--- src/rtl/core/life_generation_stencil_defines.svh ---
// ----------------------------------------------------------------------------
// life_generation_stencil_defines.svh
// Assertion macros for the Life generation stencil; empty under synthesis.
// ----------------------------------------------------------------------------
`ifndef LIFE_GENERATION_STENCIL_DEFINES_SVH
`define LIFE_GENERATION_STENCIL_DEFINES_SVH

`ifndef SYNTHESIS

// Consequent checked in the same cycle as the antecedent.
`define LGS_ASSERT_SAME(lbl, clk, rstn, ante, cons) \
    lbl: assert property (@(posedge clk) disable iff (!(rstn)) (ante) |-> (cons)) \
        else $error("life stencil assertion failed");

// Consequent checked in the cycle after the antecedent.
`define LGS_ASSERT_NEXT(lbl, clk, rstn, ante, cons) \
    lbl: assert property (@(posedge clk) disable iff (!(rstn)) (ante) |=> (cons)) \
        else $error("life stencil assertion failed");

`else

`define LGS_ASSERT_SAME(lbl, clk, rstn, ante, cons)
`define LGS_ASSERT_NEXT(lbl, clk, rstn, ante, cons)

`endif

`endif

--- src/rtl/core/lgs_pkg.sv ---
// ----------------------------------------------------------------------------
// lgs_pkg
// Shared constants, codes and types of the Life generation stencil.
// ----------------------------------------------------------------------------
package lgs_pkg;

    // Line store depth, i.e. the widest grid supported.
    localparam int MAX_COLS   = 128;
    localparam int COL_W      = $clog2(MAX_COLS);
    localparam int COLS_W     = $clog2(MAX_COLS + 1);
    localparam int WARM_W     = $clog2(MAX_COLS + 2);
    localparam int ROW_W      = 12;
    localparam int CFG_COLS_W = 8;
    localparam int CFG_DATA_W = 12;
    localparam int CFG_IDX_W  = 1;

    localparam logic [CFG_IDX_W-1:0]  REG_GRID_ROWS = CFG_IDX_W'(0);
    localparam logic [CFG_IDX_W-1:0]  REG_GRID_COLS = CFG_IDX_W'(1);
    localparam logic [ROW_W-1:0]      RST_GRID_ROWS = ROW_W'(128);
    localparam logic [CFG_COLS_W-1:0] RST_GRID_COLS = CFG_COLS_W'(128);

    // B3/S23
    localparam int BIRTH_COUNT   = 3;
    localparam int SURVIVE_COUNT = 2;

    typedef enum logic {
        OP_CELL  = 1'b0,
        OP_FLUSH = 1'b1
    } t_op;

    // 3x3 window, bit j*3+b: j = column (0 left), b = row (0 top)
    typedef logic [8:0] t_window;

    // Stored column pair: [1] one row up, [0] two rows up
    typedef logic [1:0] t_col_pair;

    typedef struct packed {
        logic at_top;
        logic at_bottom;
        logic at_left;
        logic at_right;
    } t_border;

endpackage

--- src/rtl/core/lgs_cell_if.sv ---
// ----------------------------------------------------------------------------
// lgs_cell_if
// Input stream: one grid cell or flush beat per transfer.
// ----------------------------------------------------------------------------
interface lgs_cell_if;
    logic valid;
    logic ready;
    logic operation;
    logic cell_alive;

    modport source (output valid, output operation, output cell_alive, input ready);
    modport sink   (input valid, input operation, input cell_alive, output ready);
endinterface

--- src/rtl/core/lgs_result_if.sv ---
// ----------------------------------------------------------------------------
// lgs_result_if
// Output stream: next-generation value of one cell with its position.
// ----------------------------------------------------------------------------
interface lgs_result_if;
    logic                      valid;
    logic                      ready;
    logic                      next_alive;
    logic [lgs_pkg::ROW_W-1:0] cell_row;
    logic [lgs_pkg::COL_W-1:0] cell_col;
    logic                      last_of_frame;

    modport source (
        output valid, output next_alive, output cell_row, output cell_col,
        output last_of_frame, input ready
    );
    modport sink (
        input valid, input next_alive, input cell_row, input cell_col,
        input last_of_frame, output ready
    );
endinterface

--- src/rtl/core/life_generation_stencil.sv ---
// ----------------------------------------------------------------------------
// life_generation_stencil
// One generation of Life (B3/S23) on a bounded grid, streamed in raster order.
// ----------------------------------------------------------------------------
// The current generation enters one cell per beat in raster order, grid_rows
// by grid_cols (zero acts as one, columns clamp to 128). Off-grid neighbors
// are dead, no wrap-around. The result for cell (r,c) leaves once the beat of
// cell (r+1,c+1) is taken, i.e. grid_cols+1 beats after cell (r,c); after the
// last cell send grid_cols+1 flush beats (operation=1) to drain the frame.
// Flush beats before the last cell and after the frame is done are taken and
// dropped; a cell beat while draining counts as a flush. One beat is taken
// every clock: the 2-bit line store RAM is read one beat ahead, so the only
// loop is the 3x3 window shift plus the masked count, and a result lands in the
// output register in the cycle after its beat. The input stalls only while
// that register holds a result the sink has not taken. No clearing pass after
// reset. Writing either size register restarts the frame; write only while
// the block is idle.
// ----------------------------------------------------------------------------
`include "life_generation_stencil_defines.svh"

module life_generation_stencil (
    input  logic                           i_clk,
    input  logic                           i_rst_n,
    input  logic                           i_cfg_wr_en,
    input  logic [lgs_pkg::CFG_IDX_W-1:0]  i_cfg_idx,
    input  logic [lgs_pkg::CFG_DATA_W-1:0] i_cfg_wdata,
    lgs_cell_if.sink                       i_cell,
    lgs_result_if.source                   o_result
);
    import lgs_pkg::*;

    // Size registers
    logic [ROW_W-1:0]      r_grid_rows;
    logic [CFG_COLS_W-1:0] r_grid_cols;

    // Effective sizes
    logic [ROW_W-1:0]  w_rows;
    logic [ROW_W-1:0]  w_last_row;
    logic [COLS_W-1:0] w_cols;
    logic [COLS_W-1:0] w_cols_m1;
    logic [COL_W-1:0]  w_last_col;
    logic [WARM_W-1:0] w_cols_p1;

    // Scan state: input column/row, drain flag, warm-up count, window,
    // output column/row
    logic [COL_W-1:0]  r_icol,    n_icol;
    logic [ROW_W-1:0]  r_irow,    n_irow;
    logic              r_in_done, n_in_done;
    logic [WARM_W-1:0] r_warm,    n_warm;
    t_window           r_window,  n_window;
    logic [COL_W-1:0]  r_ocol,    n_ocol;
    logic [ROW_W-1:0]  r_orow,    n_orow;

    // Output register
    logic             r_out_valid, n_out_valid;
    logic             r_out_alive;
    logic [ROW_W-1:0] r_out_row;
    logic [COL_W-1:0] r_out_col;
    logic             r_out_last;

    logic       w_in_take;
    logic       w_process;
    logic       w_value;
    logic       w_icol_last;
    logic       w_warm_full;
    logic       w_emit;
    logic       w_restart;
    logic [2:0] w_column;
    logic [COL_W-1:0] w_rd_addr;
    t_col_pair  w_pair;
    t_border    w_border;
    t_window    w_shift_window;
    logic       w_alive;

    // ---- configuration ----
    always_ff @(posedge i_clk) begin
        if (!i_rst_n) begin
            r_grid_rows <= RST_GRID_ROWS;
            r_grid_cols <= RST_GRID_COLS;
        end else if (i_cfg_wr_en) begin
            case (i_cfg_idx)
                REG_GRID_ROWS: r_grid_rows <= i_cfg_wdata[ROW_W-1:0];
                REG_GRID_COLS: r_grid_cols <= i_cfg_wdata[CFG_COLS_W-1:0];
                default: ;
            endcase
        end
    end

    assign w_rows     = (r_grid_rows == '0) ? ROW_W'(1) : r_grid_rows;
    assign w_last_row = w_rows - ROW_W'(1);

    always_comb begin
        if (r_grid_cols == '0) begin
            w_cols = COLS_W'(1);
        end else if (int'(r_grid_cols) > MAX_COLS) begin
            w_cols = COLS_W'(MAX_COLS);
        end else begin
            w_cols = COLS_W'(r_grid_cols);
        end
    end

    assign w_cols_m1  = w_cols - COLS_W'(1);
    assign w_last_col = w_cols_m1[COL_W-1:0];
    assign w_cols_p1  = WARM_W'(w_cols) + WARM_W'(1);

    // ---- beat handling ----
    // Output register frees as the sink takes its result.
    assign i_cell.ready = !r_out_valid || o_result.ready;
    assign w_in_take    = i_cell.valid && i_cell.ready;

    // Before the last cell only cell beats count; afterwards every beat
    // pushes a dead cell through.
    assign w_process = w_in_take && (r_in_done || (i_cell.operation == OP_CELL));
    assign w_value   = r_in_done ? 1'b0 : i_cell.cell_alive;

    assign w_icol_last = (r_icol == w_last_col);
    // Window holds cell (r,c) centered once cols+1 beats are in.
    assign w_warm_full = (r_warm == w_cols_p1);
    assign w_emit      = w_process && w_warm_full;

    assign w_border.at_top    = (r_orow == '0);
    assign w_border.at_bottom = (r_orow == w_last_row);
    assign w_border.at_left   = (r_ocol == '0);
    assign w_border.at_right  = (r_ocol == w_last_col);

    assign w_restart = i_cfg_wr_en || (w_emit && w_border.at_bottom && w_border.at_right);

    // New column: two rows up, one row up, current
    assign w_column = {w_value, w_pair[1], w_pair[0]};

    // Window after the shift, ignoring the frame restart clear.
    assign w_shift_window = {w_column, r_window[8:3]};

    always_comb begin
        n_icol    = r_icol;
        n_irow    = r_irow;
        n_in_done = r_in_done;
        n_warm    = r_warm;
        n_window  = r_window;
        n_ocol    = r_ocol;
        n_orow    = r_orow;
        if (w_process) begin
            n_window = w_shift_window;
            n_icol   = w_icol_last ? '0 : r_icol + COL_W'(1);
            if (w_icol_last && !r_in_done) begin
                if (r_irow == w_last_row) begin
                    n_in_done = 1'b1;
                end else begin
                    n_irow = r_irow + ROW_W'(1);
                end
            end
            if (!w_warm_full) begin
                n_warm = r_warm + WARM_W'(1);
            end
            if (w_emit) begin
                n_ocol = w_border.at_right ? '0 : r_ocol + COL_W'(1);
                if (w_border.at_right) begin
                    n_orow = r_orow + ROW_W'(1);
                end
            end
        end
        if (w_restart) begin
            n_icol    = '0;
            n_irow    = '0;
            n_in_done = 1'b0;
            n_warm    = '0;
            n_window  = '0;
            n_ocol    = '0;
            n_orow    = '0;
        end
    end

    always_ff @(posedge i_clk) begin
        if (!i_rst_n) begin
            r_icol    <= '0;
            r_irow    <= '0;
            r_in_done <= 1'b0;
            r_warm    <= '0;
            r_window  <= '0;
            r_ocol    <= '0;
            r_orow    <= '0;
        end else begin
            r_icol    <= n_icol;
            r_irow    <= n_irow;
            r_in_done <= n_in_done;
            r_warm    <= n_warm;
            r_window  <= n_window;
            r_ocol    <= n_ocol;
            r_orow    <= n_orow;
        end
    end

    // ---- line stores ----
    // Read at the column of the next beat so the data is ready when it lands.
    assign w_rd_addr = i_rst_n ? n_icol : '0;

    lgs_line_buf u_line_buf (
        .i_clk     (i_clk),
        .i_rst_n   (i_rst_n),
        .i_wr_en   (w_process),
        .i_wr_addr (r_icol),
        .i_wr_data ({w_value, w_pair[1]}),
        .i_rd_addr (w_rd_addr),
        .o_rd_data (w_pair)
    );

    // ---- rule on the shifted window ----
    lgs_rule u_rule (
        .i_window (w_shift_window),
        .i_border (w_border),
        .o_alive  (w_alive)
    );

    // ---- output register ----
    always_comb begin
        if (w_emit) begin
            n_out_valid = 1'b1;
        end else if (o_result.ready) begin
            n_out_valid = 1'b0;
        end else begin
            n_out_valid = r_out_valid;
        end
    end

    always_ff @(posedge i_clk) begin
        if (!i_rst_n) begin
            r_out_valid <= 1'b0;
        end else begin
            r_out_valid <= n_out_valid;
        end
    end

    always_ff @(posedge i_clk) begin
        if (w_emit) begin
            r_out_alive <= w_alive;
            r_out_row   <= r_orow;
            r_out_col   <= r_ocol;
            r_out_last  <= w_border.at_bottom && w_border.at_right;
        end
    end

    assign o_result.valid         = r_out_valid;
    assign o_result.next_alive    = r_out_alive;
    assign o_result.cell_row      = r_out_row;
    assign o_result.cell_col      = r_out_col;
    assign o_result.last_of_frame = r_out_last;

    // ---- assertions ----
    // Last cell of a frame leaves the scan state cleared.
    `LGS_ASSERT_NEXT(a_frame_wraps, i_clk, i_rst_n, w_emit && w_border.at_bottom && w_border.at_right, r_orow == '0 && r_ocol == '0 && r_warm == '0 && !r_in_done)
    // Output never runs ahead of the input rows.
    `LGS_ASSERT_SAME(a_out_behind_in, i_clk, i_rst_n, !r_in_done, r_orow <= r_irow)
    // A result appears only after a beat was taken.
    `LGS_ASSERT_SAME(a_result_from_beat, i_clk, i_rst_n, $rose(o_result.valid), $past(w_in_take))

endmodule

--- src/rtl/core/lgs_ram.sv ---
// ----------------------------------------------------------------------------
// lgs_ram
// Generic simple dual-port RAM, one write and one registered read port.
// ----------------------------------------------------------------------------
module lgs_ram #(
    parameter int WIDTH = 2,
    parameter int DEPTH = 128
) (
    input  logic                     i_clk,
    input  logic                     i_wr_en,
    input  logic [$clog2(DEPTH)-1:0] i_wr_addr,
    input  logic [WIDTH-1:0]         i_wr_data,
    input  logic [$clog2(DEPTH)-1:0] i_rd_addr,
    output logic [WIDTH-1:0]         o_rd_data
);
    logic [WIDTH-1:0] r_mem [DEPTH];
    logic [WIDTH-1:0] r_rd_data;

    always_ff @(posedge i_clk) begin
        if (i_wr_en) begin
            r_mem[i_wr_addr] <= i_wr_data;
        end
        r_rd_data <= r_mem[i_rd_addr];
    end

    assign o_rd_data = r_rd_data;
endmodule

--- src/rtl/core/lgs_line_buf.sv ---
// ----------------------------------------------------------------------------
// lgs_line_buf
// Two line stores in one RAM, read one beat ahead, with write bypass.
// ----------------------------------------------------------------------------
module lgs_line_buf (
    input  logic                      i_clk,
    input  logic                      i_rst_n,
    input  logic                      i_wr_en,
    input  logic [lgs_pkg::COL_W-1:0] i_wr_addr,
    input  lgs_pkg::t_col_pair        i_wr_data,
    input  logic [lgs_pkg::COL_W-1:0] i_rd_addr,
    output lgs_pkg::t_col_pair        o_rd_data
);
    import lgs_pkg::*;

    t_col_pair w_ram_data;
    logic      r_byp;
    logic      n_byp;
    t_col_pair r_byp_data;

    lgs_ram #(
        .WIDTH ($bits(t_col_pair)),
        .DEPTH (MAX_COLS)
    ) u_ram (
        .i_clk     (i_clk),
        .i_wr_en   (i_wr_en),
        .i_wr_addr (i_wr_addr),
        .i_wr_data (i_wr_data),
        .i_rd_addr (i_rd_addr),
        .o_rd_data (w_ram_data)
    );

    // Same-cycle read of the address being written (one-column grid)
    assign n_byp = i_wr_en && (i_wr_addr == i_rd_addr);

    always_ff @(posedge i_clk) begin
        if (!i_rst_n) begin
            r_byp <= 1'b0;
        end else begin
            r_byp <= n_byp;
        end
    end

    always_ff @(posedge i_clk) begin
        r_byp_data <= i_wr_data;
    end

    assign o_rd_data = r_byp ? r_byp_data : w_ram_data;
endmodule

--- src/rtl/core/lgs_rule.sv ---
// ----------------------------------------------------------------------------
// lgs_rule
// Masked neighbor count and B3/S23 decision for the window center.
// ----------------------------------------------------------------------------
module lgs_rule (
    input  lgs_pkg::t_window i_window,
    input  lgs_pkg::t_border i_border,
    output logic             o_alive
);
    import lgs_pkg::*;

    logic [3:0] w_count;

    always_comb begin
        logic v_use;
        w_count = '0;
        for (int j = 0; j < 3; j++) begin
            for (int b = 0; b < 3; b++) begin
                v_use = !(j == 1 && b == 1)
                     && !(j == 0 && i_border.at_left)
                     && !(j == 2 && i_border.at_right)
                     && !(b == 0 && i_border.at_top)
                     && !(b == 2 && i_border.at_bottom);
                if (v_use) begin
                    w_count = w_count + 4'(i_window[j*3 + b]);
                end
            end
        end
    end

    assign o_alive = (w_count == 4'(BIRTH_COUNT))
                  || (i_window[4] && (w_count == 4'(SURVIVE_COUNT)));
endmodule
--- src/flat_wrapper.sv ---
// flat-port wrapper written by rule: the top's interface ports become plain ports
module life_generation_stencil_flat import lgs_pkg::*;
  (i_clk, i_rst_n, i_cfg_wr_en, i_cfg_idx, i_cfg_wdata, i_cell_valid, i_cell_operation, i_cell_cell_alive, i_cell_ready, o_result_valid, o_result_next_alive, o_result_cell_row, o_result_cell_col, o_result_last_of_frame, o_result_ready);
  lgs_cell_if i_cell_i ();
  lgs_result_if o_result_i ();
  input  logic i_clk;
  input  logic i_rst_n;
  input  logic i_cfg_wr_en;
  input  logic [lgs_pkg::CFG_IDX_W-1:0] i_cfg_idx;
  input  logic [lgs_pkg::CFG_DATA_W-1:0] i_cfg_wdata;
  input wire logic [$bits(i_cell_i.valid)-1:0] i_cell_valid;
  input wire logic [$bits(i_cell_i.operation)-1:0] i_cell_operation;
  input wire logic [$bits(i_cell_i.cell_alive)-1:0] i_cell_cell_alive;
  output wire logic [$bits(i_cell_i.ready)-1:0] i_cell_ready;
  output wire logic [$bits(o_result_i.valid)-1:0] o_result_valid;
  output wire logic [$bits(o_result_i.next_alive)-1:0] o_result_next_alive;
  output wire logic [$bits(o_result_i.cell_row)-1:0] o_result_cell_row;
  output wire logic [$bits(o_result_i.cell_col)-1:0] o_result_cell_col;
  output wire logic [$bits(o_result_i.last_of_frame)-1:0] o_result_last_of_frame;
  input wire logic [$bits(o_result_i.ready)-1:0] o_result_ready;
  assign i_cell_i.valid = i_cell_valid;
  assign i_cell_i.operation = i_cell_operation;
  assign i_cell_i.cell_alive = i_cell_cell_alive;
  assign i_cell_ready = i_cell_i.ready;
  assign o_result_valid = o_result_i.valid;
  assign o_result_next_alive = o_result_i.next_alive;
  assign o_result_cell_row = o_result_i.cell_row;
  assign o_result_cell_col = o_result_i.cell_col;
  assign o_result_last_of_frame = o_result_i.last_of_frame;
  assign o_result_i.ready = o_result_ready;
  life_generation_stencil u_core (.i_clk(i_clk), .i_rst_n(i_rst_n), .i_cfg_wr_en(i_cfg_wr_en), .i_cfg_idx(i_cfg_idx), .i_cfg_wdata(i_cfg_wdata), .i_cell(i_cell_i), .o_result(o_result_i));
endmodule
--- config.mk ---
export PLATFORM = sky130hd
export DESIGN_NAME = life_generation_stencil_flat
export DESIGN_NICKNAME = d
export VERILOG_FILES = /design/src/rtl/core/lgs_pkg.sv /design/src/rtl/core/lgs_cell_if.sv /design/src/rtl/core/lgs_result_if.sv /design/src/rtl/core/life_generation_stencil.sv /design/src/rtl/core/lgs_ram.sv /design/src/rtl/core/lgs_line_buf.sv /design/src/rtl/core/lgs_rule.sv /design/src/flat_wrapper.sv
export VERILOG_INCLUDE_DIRS = /design/src /design/src/rtl/core
export SDC_FILE = /design/constraint.sdc
export NUM_CORES = 1
export LEC_CHECK = 0
export BUFFER_PORTS_ARGS = -buffer_cell sky130_fd_sc_hd__buf_2
export CELL_PAD_IN_SITES_DETAIL_PLACEMENT = 0
export CELL_PAD_IN_SITES_GLOBAL_PLACEMENT = 1
export CORE_AREA = 4 4 197 199
export DETAILED_ROUTE_END_ITERATION = 16
export DIE_AREA = 0 0 201 203
export PLACE_DENSITY_LB_ADDON = 0.05
export REMOVE_ABC_BUFFERS = 1
export SYNTH_ARGS = -nofsm -noshare
export SYNTH_HDL_FRONTEND = slang
export SYNTH_SLANG_ARGS = --single-unit
--- constraint.sdc ---
create_clock -name i_clk -period 7.1 [get_ports i_clk]
set_clock_uncertainty 0.2 [all_clocks]
set_input_delay 0.355 -clock i_clk [delete_from_list [all_inputs] [get_ports i_clk]]
set_output_delay 0.355 -clock i_clk [all_outputs]
set_load 0.05 [all_outputs]
==> out/results.txt, run 1 <==
status -> completed
P_leak -> 6.45 nW
Synth cell types -> 87
Critical Path Fanout Max -> 5
worst slack, placed -> -53.6 ps
Final Hold Fails -> 0
GPL Wtd Cong -> 0.813
Initial DRC Count -> 664
Mapped Area -> 0.0170 mm^2
layout cells sized above 1 -> 12.6%
die height -> 203 um
Synth Area in XOR/XNOR -> 4.30%
setup violators final -> 0
worst skew pair latency -> 560 ps
main combinational cell family by area after synthesis -> simple AND/OR/NAND/NOR gates
Post-Layout Cell Count -> 2127
EDFF count, synth -> 277
routed via count -> 12185
post-DR wirelength/cell -> 21.1 um
Power Dens Cells -> 227 mW/mm^2
Yosys top cell by area -> edfxtp_1
Final Cycle Share -> 95.2%
Largest stage delay, worst path -> 540 ps
vias in the first global route -> 12103
multiplexer share of the synthesized area -> 4.67%
sequential element share of the synthesized area -> 58.4%
H-tree Lvls -> 2
largest net degree at the start of global routing -> 86
largest cells by area after synthesis -> edfxtp_1 (49%), dfxtp_1 (9.3%), nand2_1 (4.9%)
Async S/R FF share, synth -> 0%
R2R Setup Slk -> 340 ps
DP Area -> 0.0178 mm^2
FP Rows -> 71
CTS Buf Count -> 40
core area -> 0.0372 mm^2
Bufs on Longest Clock Path -> 3
global route overflow -> 0
Reg-to-Reg End -> u_core.o_result.next_alive$_DFFE_PP_
clk slew on worst S/H paths -> 60 ps
critical path class -> reg -> reg
worst r2r src -> u_core.r_grid_rows[10]$_SDFFE_PN0P_
die area -> 0.0408 mm^2
Post-DRT Antenna Nets -> 0
final net count -> 1665
r2r worst-path depth -> 29
Max Cap Violations -> 0
Worst Hold Class -> in -> reg
fin area -> 0.0193 mm^2
Final min period -> 6760 ps
setup ws final -> 343 ps
CP required -> 7320 ps
drt first pass iters -> 5
VDD IR max -> 0.190 mV
All-Layer GR Usage -> 21.7%
Post-Route Setup TNS -> 0 ps
compound-cell area share of the yosys netlist -> 10.2%
ant diodes -> 0
Post-Synth Simple-Gate Area -> 17.8%
total chip power -> 4.39 mW
fmax -> 148 MHz
Slew Limit Fails -> 0
Slew @ Worst Pin -> 1160 ps
CP startpoint -> u_core.r_grid_rows[10]$_SDFFE_PN0P_
hold path depth -> 2
Area Overhead vs Synth -> 14.0%
TritonCTS clock tree -> built
final wirelength -> 44900 um
Critical Path End Type -> register
Buffers on Ports -> 42
Crit-path slowest cell -> or4_1
Mapped Avg Cell Area -> 11.0 um^2
top-level I/O count -> 43
Final Util -> 51.9%
clock sink count -> 356
Via density -> 5.73
Detail Placement HPWL -> 29300 um
first-pass GRT wire length -> 69600 um
hold worst-path end -> u_core.r_grid_rows[9]$_SDFFE_PN0P_
crit path launch type -> register
root buffer cell -> clkbuf_16
initial antenna violation count -> 0
hold slack -> 67.8 ps
Starting Density -> 45.5%
most used cell, CP -> ha_1
Top FF cell, synth -> edfxtp_1
adder and majority gate portion of the synthesized area -> 1.70%
Cells after DPL -> 2028
cell with the most instances after synthesis -> edfxtp_1
Hold Path Origin -> i_rst_n
most frequent cells after synthesis -> edfxtp_1 (277), nand2_1 (223), nor2_1 (203)
register bit total from synthesis -> 356
Rel. slew slack -> 22.3%
Post-Synthesis Cells -> 1547
top cell type's share of synthesized area -> 49.1%
synth warn -> 0
WP data arrival -> 6980 ps
Die X-Extent -> 201 um
DRC Markers -> 0
-- area by class of cell --
type | instances | area, um^2
clock buffers | 59 | 1090
clock inverters | 14 | 76.3
fillers | 3320 | 17900
inverters | 27 | 101
multi-input cells | 1075 | 6680
flip-flops and latches | 356 | 9900
well taps | 474 | 593
repair buffers | 122 | 871
-- state kept, by name, indices dropped and copies added (netlist names) --
register / flops
u_core.u_line_buf.u_ram.r_mem: 256
u_core.o_result.cell_row: 12
u_core.r_grid_rows: 12
u_core.r_irow: 12
u_core.r_orow: 12
u_core.r_grid_cols: 8
u_core.r_warm: 8
u_core.o_result.cell_col: 7
u_core.r_icol: 7
u_core.r_ocol: 7
u_core.r_window: 6
u_core.u_line_buf.r_byp_data: 2
u_core.u_line_buf.u_ram.o_rd_data: 2
u_core.o_result.last_of_frame: 1
u_core.o_result.next_alive: 1
u_core.o_result.valid: 1
u_core.r_in_done: 1
u_core.u_line_buf.r_byp: 1
-- worst max-delay path: cells and delay by family, from the launching register on --
family	cells	cell delay [ps]
adders and majority gates	7	1940
and+or+nand+nor	10	1680
muxes	5	1150
AOI/OAI and AO/OA	4	740
DFF	1	370
buffers and inverters	2	370
xor gates and xnor gates	1	150
-- worst max path at each step --
stage / to / slack [ps] / cells past startpoint
global placement: u_core.o_result.next_alive$_DFFE_PP_ / 60 / 27
floorplan: u_core.o_result.next_alive$_DFFE_PP_ / -70 / 27
detailed placement: u_core.o_result.next_alive$_DFFE_PP_ / -50 / 27
global route: u_core.o_result.next_alive$_DFFE_PP_ / -9 / 29
finish: u_core.o_result.next_alive$_DFFE_PP_ / 340 / 29
CTS: u_core.o_result.next_alive$_DFFE_PP_ / 40 / 28
-- layout by cell type (no fill, tap or decap), types with 8 or more instances in the layout --
cell,synthesis,routed
buf_2,20,42
o221ai_1,14,13
edfxtp_1,277,277
nor2b_1,13,12
o211ai_1,9,9
or3_1,17,17
nand4_1,20,20
dfxtp_1,79,76
xor2_1,34,34
a221oi_1,8,8
a32o_1,9,9
nand2_1,223,223
xnor2_1,44,44
and3_1,19,19
dlygate4sd3_1,0,24
nand3_1,83,83
o21ai_0,42,42
nor2_1,203,202
mux2i_1,61,60
nor4_1,14,9
and2_1,9,9
clkbuf_16,0,40
nor3_1,20,18
a21oi_1,33,31
ha_1,23,22
a32oi_1,9,9
a21boi_0,19,19
mux2_2,15,14
inv_1,24,24
buf_4,2,56
a31oi_1,22,22
clkbuf_1,62,17
-- report_power, final --
| group | internal [mW] | switching, mW |
|---|---|---|
| clock | 1.07 | 0.811 |
| sequential | 2.26 | 0.0143 |
| combinational | 0.0908 | 0.150 |
-- per-layer routing --
layer	global-route usage [%]	vias to the layer above	wire length, um
met1	29.0	6024	20100
met5	0	-	0
met2	37.0	263	21700
met4	6.66	0	1160
met3	3.10	72	1990
li1	-	5826	-
-- cells by family after synthesis --
group,count (synthesis)
and+or+nand+nor,663
muxes,77
adders and majority gates,23
xor gates and xnor gates,80
buffers and inverters,116
DFF,356
AOI/OAI and AO/OA,232
-- timing repair --
item	4_1_cts	5_1_grt
endpoints found under the setup margin	1	1
pin swaps	0	4
hold buffers	24	0
gates resized for setup	2	16
buffers inserted	0	2
hold endpoints to repair	21	0
Note: power is estimated with default switching activity, not from simulation.
==> run 2: changes to the inputs <==
Settings changed: CORE_AREA 4 4 197 199 to 4 4 196 198, DIE_AREA 0 0 201 203 to 0 0 200 202, SYNTH_HIERARCHICAL from default to 1.
==> run 2 against run 1 <==
Against the previous run: flip-flop and latch count did not move; fmax up 1.3%; routed wire length down 7.2%; largest cell class unchanged; die area down 0.99%; register-to-register slack gained 90 ps.
==> out/results.txt, run 2 <==
status -> completed
Yosys top cell by area -> edfxtp_1
clock sink count -> 356 (unchanged)
GPL Wtd Cong -> 0.874 (+7.5%)
GR peak layer -> met2
Max Cap Violations -> 0 (unchanged)
r2r worst-path depth -> 31 (+6.9%)
setup ws final -> 429 ps (+86.5 ps)
ant diodes -> 0 (unchanged)
layout cells sized above 1 -> 17.1% (+4.4 points)
largest cells by area after synthesis -> edfxtp_1 (49%), dfxtp_1 (9.3%), mux4_2 (6.8%)
global route overflow -> 0 (unchanged)
clock share of power -> 45.2% (+2.5 points)
H-tree Lvls -> 2 (unchanged)
VDD IR max -> 0.263 mV (+38%)
Hold Path Origin -> i_rst_n
P_leak -> 6.31 nW (-2.2%)
worst skew pair latency -> 560 ps (about the same)
Power Dens Cells -> 236 mW/mm^2 (+3.8%)
Area Overhead vs Synth -> 14.2%
Mapped Area -> 0.0170 mm^2 (+0.23%)
hold slack -> 46.9 ps (-20.9 ps)
Mapped Avg Cell Area -> 12.5 um^2 (+14%)
hold worst-path end -> u_core/r_grid_rows[7]$_SDFFE_PN1P_
Critical Path Fanout Max -> 6 (+1)
die area -> 0.0404 mm^2 (-0.99%)
largest net degree at the start of global routing -> 81 (-5.8%)
CP required -> 7290 ps (-30 ps)
worst r2r src -> u_core/r_grid_rows[0]$_SDFFE_PN0P_
Initial DRC Count -> 856 (+29%)
die height -> 202 um (-0.49%)
Bufs on Longest Clock Path -> 3 (unchanged)
fmax -> 150 MHz (+1.3%)
first-pass GRT wire length -> 66100 um (-5.0%)
met1 GRT Util -> 30.8% (+1.8 points)
Sw Ratio -> 21.6% (-0.60 points)
EDFF count, synth -> 277 (unchanged)
area of the multi-input gates -> 0.00669 mm^2 (+0.11%)
critical path class -> reg -> reg
setup violators final -> 0 (unchanged)
root buffer cell -> clkbuf_16
Crit-path slowest cell -> or4_4
Top FF cell, synth -> edfxtp_1
total chip power -> 4.58 mW (+4.2%)
fin area -> 0.0194 mm^2 (+0.38%)
post-DR wirelength/cell -> 21.7 um (+2.6%)
Final Hold Fails -> 0 (unchanged)
Detail Placement HPWL -> 27700 um (-5.3%)
routed via count -> 11044 (-9.4%)
synth warn -> 6 (+6)
DP Area -> 0.0178 mm^2 (about the same)
met2 usage -> 32.8% (-4.3 points)
Largest stage delay, worst path -> 600 ps (+60 ps)
hold path depth -> 2 (unchanged)
Final Util -> 53.1% (+1.2 points)
max reg flops -> 256 (unchanged)
commonest non-fill, non-tap cells in the layout -> edfxtp_1 (277), nor2_1 (180), nand2_1 (98)
Reg-to-Reg End -> u_core/o_result.next_alive$_DFFE_PP_
DRC Markers -> 0 (unchanged)
Final min period -> 6670 ps (-86.5 ps)
most used cell, CP -> ha_1
core area -> 0.0365 mm^2 (-1.9%)
Slew Limit Fails -> 0 (unchanged)
cell with the most instances after synthesis -> edfxtp_1
Pint -> 3.59 mW (+5.0%)
final net count -> 1468 (-12%)
TritonCTS clock tree -> built
CTS Buf Count -> 40 (unchanged)
vias in the first global route -> 11418 (-5.7%)
crit path launch type -> register
register bit total from synthesis -> 356 (unchanged)
register area -> 0.00990 mm^2 (about the same)
Async S/R FF share, synth -> 0% (unchanged)
Rel. slew slack -> 23.3% (+1.0 points)
worst slack, placed -> 94.5 ps (+148 ps)
R2R Setup Slk -> 430 ps (+90 ps)
sequential element share of the synthesized area -> 58.3% (-0.13 points)
Die X-Extent -> 200 um (-0.50%)
initial antenna violation count -> 0 (unchanged)
Post-DRT Antenna Nets -> 0 (unchanged)
drt first pass iters -> 5 (unchanged)
All-Layer GR Usage -> 21.0% (-0.72 points)
FP Rows -> 70 (-1.4%)
final wirelength -> 41700 um (-7.2%)
clk slew on worst S/H paths -> 50 ps (about the same)
Worst Hold Class -> in -> reg
Logic pwr share -> 5.2% (-0.3 points)
M3 GR Usage -> 3.63% (+0.54 points)
number of fill cells -> 3142 (-5.4%)
Psw -> 989 uW (+1.4%)
Final Cycle Share -> 94.0% (-1.2 points)
RSZ-0062 raised after global routing -> no
most frequent cells after synthesis -> edfxtp_1 (277), nor2_1 (180), nand2_1 (98)
Buffers on Ports -> 42 (unchanged)
top cell type's share of synthesized area -> 49.0% (-0.11 points)
Synth cell types -> 78 (-10%)
WP data arrival -> 6860 ps (-120 ps)
most common cell after layout, fill and taps aside -> edfxtp_1
Largest Register -> u_core/u_line_buf/u_ram/r_mem
top-level I/O count -> 43 (unchanged)
Slew @ Worst Pin -> 1150 ps (-15.5 ps)
Sequential Power Share -> 49.6% (-2.2 points)
Starting Density -> 46.5% (+0.98 points)
Post-Synthesis Cells -> 1355 (-12%)
Critical Path End Type -> register
Via density -> 5.74 (+0.15%)
run 2: cell count changes after synthesis, moves of 21 or more:
cell / delta
nand2_1: -125
mux2i_1: -21
o21ai_0: -32
nand3_1: -45
mux4_2: +51
nor3_1: +24
nor2_1: -23
run 2: power by group through the flow:
| stage | Clock, mW | Sequential, mW | Combinational (mW) |
|---|---|---|---|
| floorplan | 0 | 2.32 | 0.148 |
| global placement | 0 | 2.31 | 0.230 |
| detailed placement | 0 | 2.31 | 0.230 |
| CTS | 2.12 | 2.27 | 0.237 |
| global route | 2.22 | 2.27 | 0.265 |
| finish | 2.07 | 2.27 | 0.240 |
run 2: stage by stage:
stage	setup TNS, ps	cells
floorplan	-26630	1273
finish	0	1925
CTS	0	1924
global route	0	1925
detailed placement	0	1834
global placement	0	1834
run 2: cells by family after synthesis:
family	count (synthesis)	share of synthesized area, %
AOI/OAI and AO/OA	157	6.39
adders and majority gates	23	1.69
muxes	111	11.0
xor gates and xnor gates	89	4.84
buffers and inverters	108	2.98
and+or+nand+nor	511	14.9
DFF	356	58.3
run 2: worst max path at each step:
| stage | startpoint | to | slack (ps) | cells after the start |
|---|---|---|---|---|
| after floorplan | u_core/r_grid_cols[3]$_SDFFE_PN0P_ | u_core/u_line_buf/u_ram/o_rd_data[1]$_DFF_P_ | -7300 | 18 |
| after global placement | u_core/r_grid_rows[0]$_SDFFE_PN0P_ | u_core/o_result.next_alive$_DFFE_PP_ | 190 | 30 |
| after detailed placement | u_core/r_grid_rows[0]$_SDFFE_PN0P_ | u_core/o_result.next_alive$_DFFE_PP_ | 90 | 30 |
| after CTS | u_core/r_grid_rows[0]$_SDFFE_PN0P_ | u_core/o_result.next_alive$_DFFE_PP_ | 40 | 30 |
| after global routing | u_core/r_grid_rows[0]$_SDFFE_PN0P_ | u_core/o_result.next_alive$_DFFE_PP_ | 0.5 | 31 |
| final | u_core/r_grid_rows[0]$_SDFFE_PN0P_ | u_core/o_result.next_alive$_DFFE_PP_ | 430 | 31 |
run 2: metal layers:
| metal | part of all wire (%) | vias to the layer above | wire length (um) |
|---|---|---|---|
| met4 | 1.8 | 0 | 735 |
| li1 | - | 5219 | - |
| met5 | 0 | - | 0 |
| met2 | 47 | 223 | 19700 |
| met3 | 4.6 | 56 | 1930 |
| met1 | 46 | 5546 | 19300 |
run 2: final cells by class:
cell class	count	share of cell area [%]
sequential	356	51.1
clock buffer	56	5.85
timing repair buffer	110	4.07
tap	468	3.02
multi-input combinational	891	34.5
clock inverter	18	1.01
inverter	26	0.503
run 2: worst max-delay path, delay by kind of cell, from the launching register on:
kind / cells / cell delay (ps)
adders and majority gates: 7 / 1940
AOI/OAI and AO/OA: 9 / 1330
DFF: 1 / 400
and+or+nand+nor: 10 / 1650
buffers and inverters: 2 / 330
muxes: 3 / 630
run 2: repair_timing:
item	in CTS	in global routing
hold buffers	16	0
setup buffers	0	1
endpoints found under the hold margin	21	0
gates resized for setup	0	18
endpoints found under the setup margin	0	1
==> run 3: changes to the inputs <==
Settings changed: RECOVER_POWER from default to 100.
==> run 3 against run 2 <==
Against the previous run: the flow now finishes with violations (max-capacitance violations, max-slew violations); die area did not move; highest routed layer unchanged; critical path type unchanged; clock power barely moved; critical endpoint unchanged; hold slack got worse by 0.55 ps.
==> out/results.txt, run 3 (same netlist as run 2, synthesis figures left out) <==
first-pass GRT wire length -> 66100 um (unchanged)
core area -> 0.0365 mm^2 (unchanged)
Rel. slew slack -> -118% (-140 points)
GPL Wtd Cong -> 0.874 (unchanged)
routed via count -> 11077 (+0.30%)
Final Util -> 52.8% (-0.27 points)
most common cell after layout, fill and taps aside -> edfxtp_1
layout cells sized above 1 -> 14.3% (-2.7 points)
P_leak -> 6.16 nW (-2.4%)
Final Cycle Share -> 93.9% (about the same)
Max Cap Violations -> 4 (+4)
setup violators final -> 0 (unchanged)
final net count -> 1468 (unchanged)
worst slack, placed -> 94.5 ps (unchanged)
max reg flops -> 256 (unchanged)
status -> finished with violations
drt first pass iters -> 5 (unchanged)
Power Dens Cells -> 237 mW/mm^2 (+0.46%)
total chip power -> 4.58 mW (about the same)
Crit-path slowest cell -> or4_4
WP data arrival -> 6850 ps (about the same)
DRC Markers -> 0 (unchanged)
Hold Path Origin -> i_rst_n
H-tree Lvls -> 2 (unchanged)
Slew @ Worst Pin -> 3270 ps (+2120 ps)
global route overflow -> 0 (unchanged)
Detail Placement HPWL -> 27700 um (unchanged)
Largest stage delay, worst path -> 600 ps (about the same)
hold worst-path end -> u_core/r_grid_rows[7]$_SDFFE_PN1P_
initial antenna violation count -> 0 (unchanged)
setup ws final -> 436 ps (+6.64 ps)
clk slew on worst S/H paths -> 50 ps (about the same)
ant diodes -> 0 (unchanged)
critical path's top delay family -> adder cells
Final Hold Fails -> 0 (unchanged)
post-DR wirelength/cell -> 21.7 um (about the same)
Via density -> 5.75 (+0.30%)
worst r2r src -> u_core/r_grid_rows[0]$_SDFFE_PN0P_
most used cell, CP -> ha_1
DP Area -> 0.0178 mm^2 (unchanged)
largest net degree at the start of global routing -> 81 (unchanged)
worst skew pair latency -> 560 ps (about the same)
commonest non-fill, non-tap cells in the layout -> edfxtp_1 (277), nor2_1 (180), nand2_1 (98)
fin area -> 0.0193 mm^2 (-0.51%)
die height -> 202 um (unchanged)
hold path depth -> 2 (unchanged)
die area -> 0.0404 mm^2 (unchanged)
All-Layer GR Usage -> 21.0% (unchanged)
Area Overhead vs Synth -> 13.6%
Initial DRC Count -> 842 (-1.6%)
Starting Density -> 46.5% (unchanged)
Critical Path End Type -> register
Buf+Inv Stages, Crit Path -> 2 (unchanged)
r2r worst-path depth -> 31 (unchanged)
Post-Route Setup TNS -> 0 ps (unchanged)
Buffers on Ports -> 42 (unchanged)
Final min period -> 6660 ps (-6.64 ps)
clock sink count -> 356 (unchanged)
TritonCTS clock tree -> built
final wirelength -> 41700 um (about the same)
Die X-Extent -> 200 um (unchanged)
critical path class -> reg -> reg
top-level I/O count -> 43 (unchanged)
Worst Hold Class -> in -> reg
Post-DRT Antenna Nets -> 0 (unchanged)
crit path launch type -> register
Bufs on Longest Clock Path -> 3 (unchanged)
CTS Buf Count -> 40 (unchanged)
failing checks -> max-capacitance violations, max-slew violations
FP Rows -> 70 (unchanged)
fmax -> 150 MHz (about the same)
R2R Setup Slk -> 440 ps (about the same)
Slew Limit Fails -> 267 (+267)
root buffer cell -> clkbuf_16
Largest Register -> u_core/u_line_buf/u_ram/r_mem
critical path depth -> 31 (unchanged)
Reg-to-Reg End -> u_core/o_result.next_alive$_DFFE_PP_
CP required -> 7290 ps (about the same)
VDD IR max -> 0.263 mV (about the same)
vias in the first global route -> 11418 (unchanged)
Critical Path Fanout Max -> 6 (unchanged)
-- run 3: how the worst max path moves through the flow --
stage / startpoint / end / slack, ps
detailed placement: u_core/r_grid_rows[0]$_SDFFE_PN0P_ / u_core/o_result.next_alive$_DFFE_PP_ / 90
floorplan: u_core/r_grid_cols[3]$_SDFFE_PN0P_ / u_core/u_line_buf/u_ram/o_rd_data[1]$_DFF_P_ / -7300
global route: u_core/r_grid_rows[0]$_SDFFE_PN0P_ / u_core/o_result.next_alive$_DFFE_PP_ / -0.2
finish: u_core/r_grid_rows[0]$_SDFFE_PN0P_ / u_core/o_result.next_alive$_DFFE_PP_ / 440
global placement: u_core/r_grid_rows[0]$_SDFFE_PN0P_ / u_core/o_result.next_alive$_DFFE_PP_ / 190
CTS: u_core/r_grid_rows[0]$_SDFFE_PN0P_ / u_core/o_result.next_alive$_DFFE_PP_ / 40
-- run 3: power by group --
part           internal (mW)  switching (mW)  leakage, nW
clock                   1.23           0.829        0.640
sequential              2.26          0.0126         3.17
combinational         0.0938           0.144         2.35
total                   3.59           0.985         6.16
-- run 3: final cells by class --
cell class,instances,area [um^2]
sequential,356,9900
inverter,26,97.6
tap,468,586
multi-input combinational,891,6670
clock inverter,18,195
clock buffer,56,1130
timing repair buffer,110,708
fill,3176,17200
-- run 3: per-stage QoR --
stage | std cells | hold slack [ps]
2_1_floorplan | 1273 | 227
3_3_place_gp | 1834 | 248
4_1_cts | 1924 | 22.0
5_1_grt | 1925 | 53.1
6_report | 1925 | 46.4
3_5_place_dp | 1834 | 253
-- run 3: repair_timing --
item	4_1_cts	5_1_grt
setup endpoints to repair	0	1
hold buffers	16	0
resized for setup	0	18
buffers inserted	0	1
hold endpoints to repair	21	0
-- run 3: routing by layer --
metal,vias to the layer above,part of all wire [%],GRT usage (%)
met5,-,0,0
met4,0,1.8,5.19
met2,242,47,32.8
met3,56,5.3,3.63
met1,5565,46,30.8
li1,5214,-,-
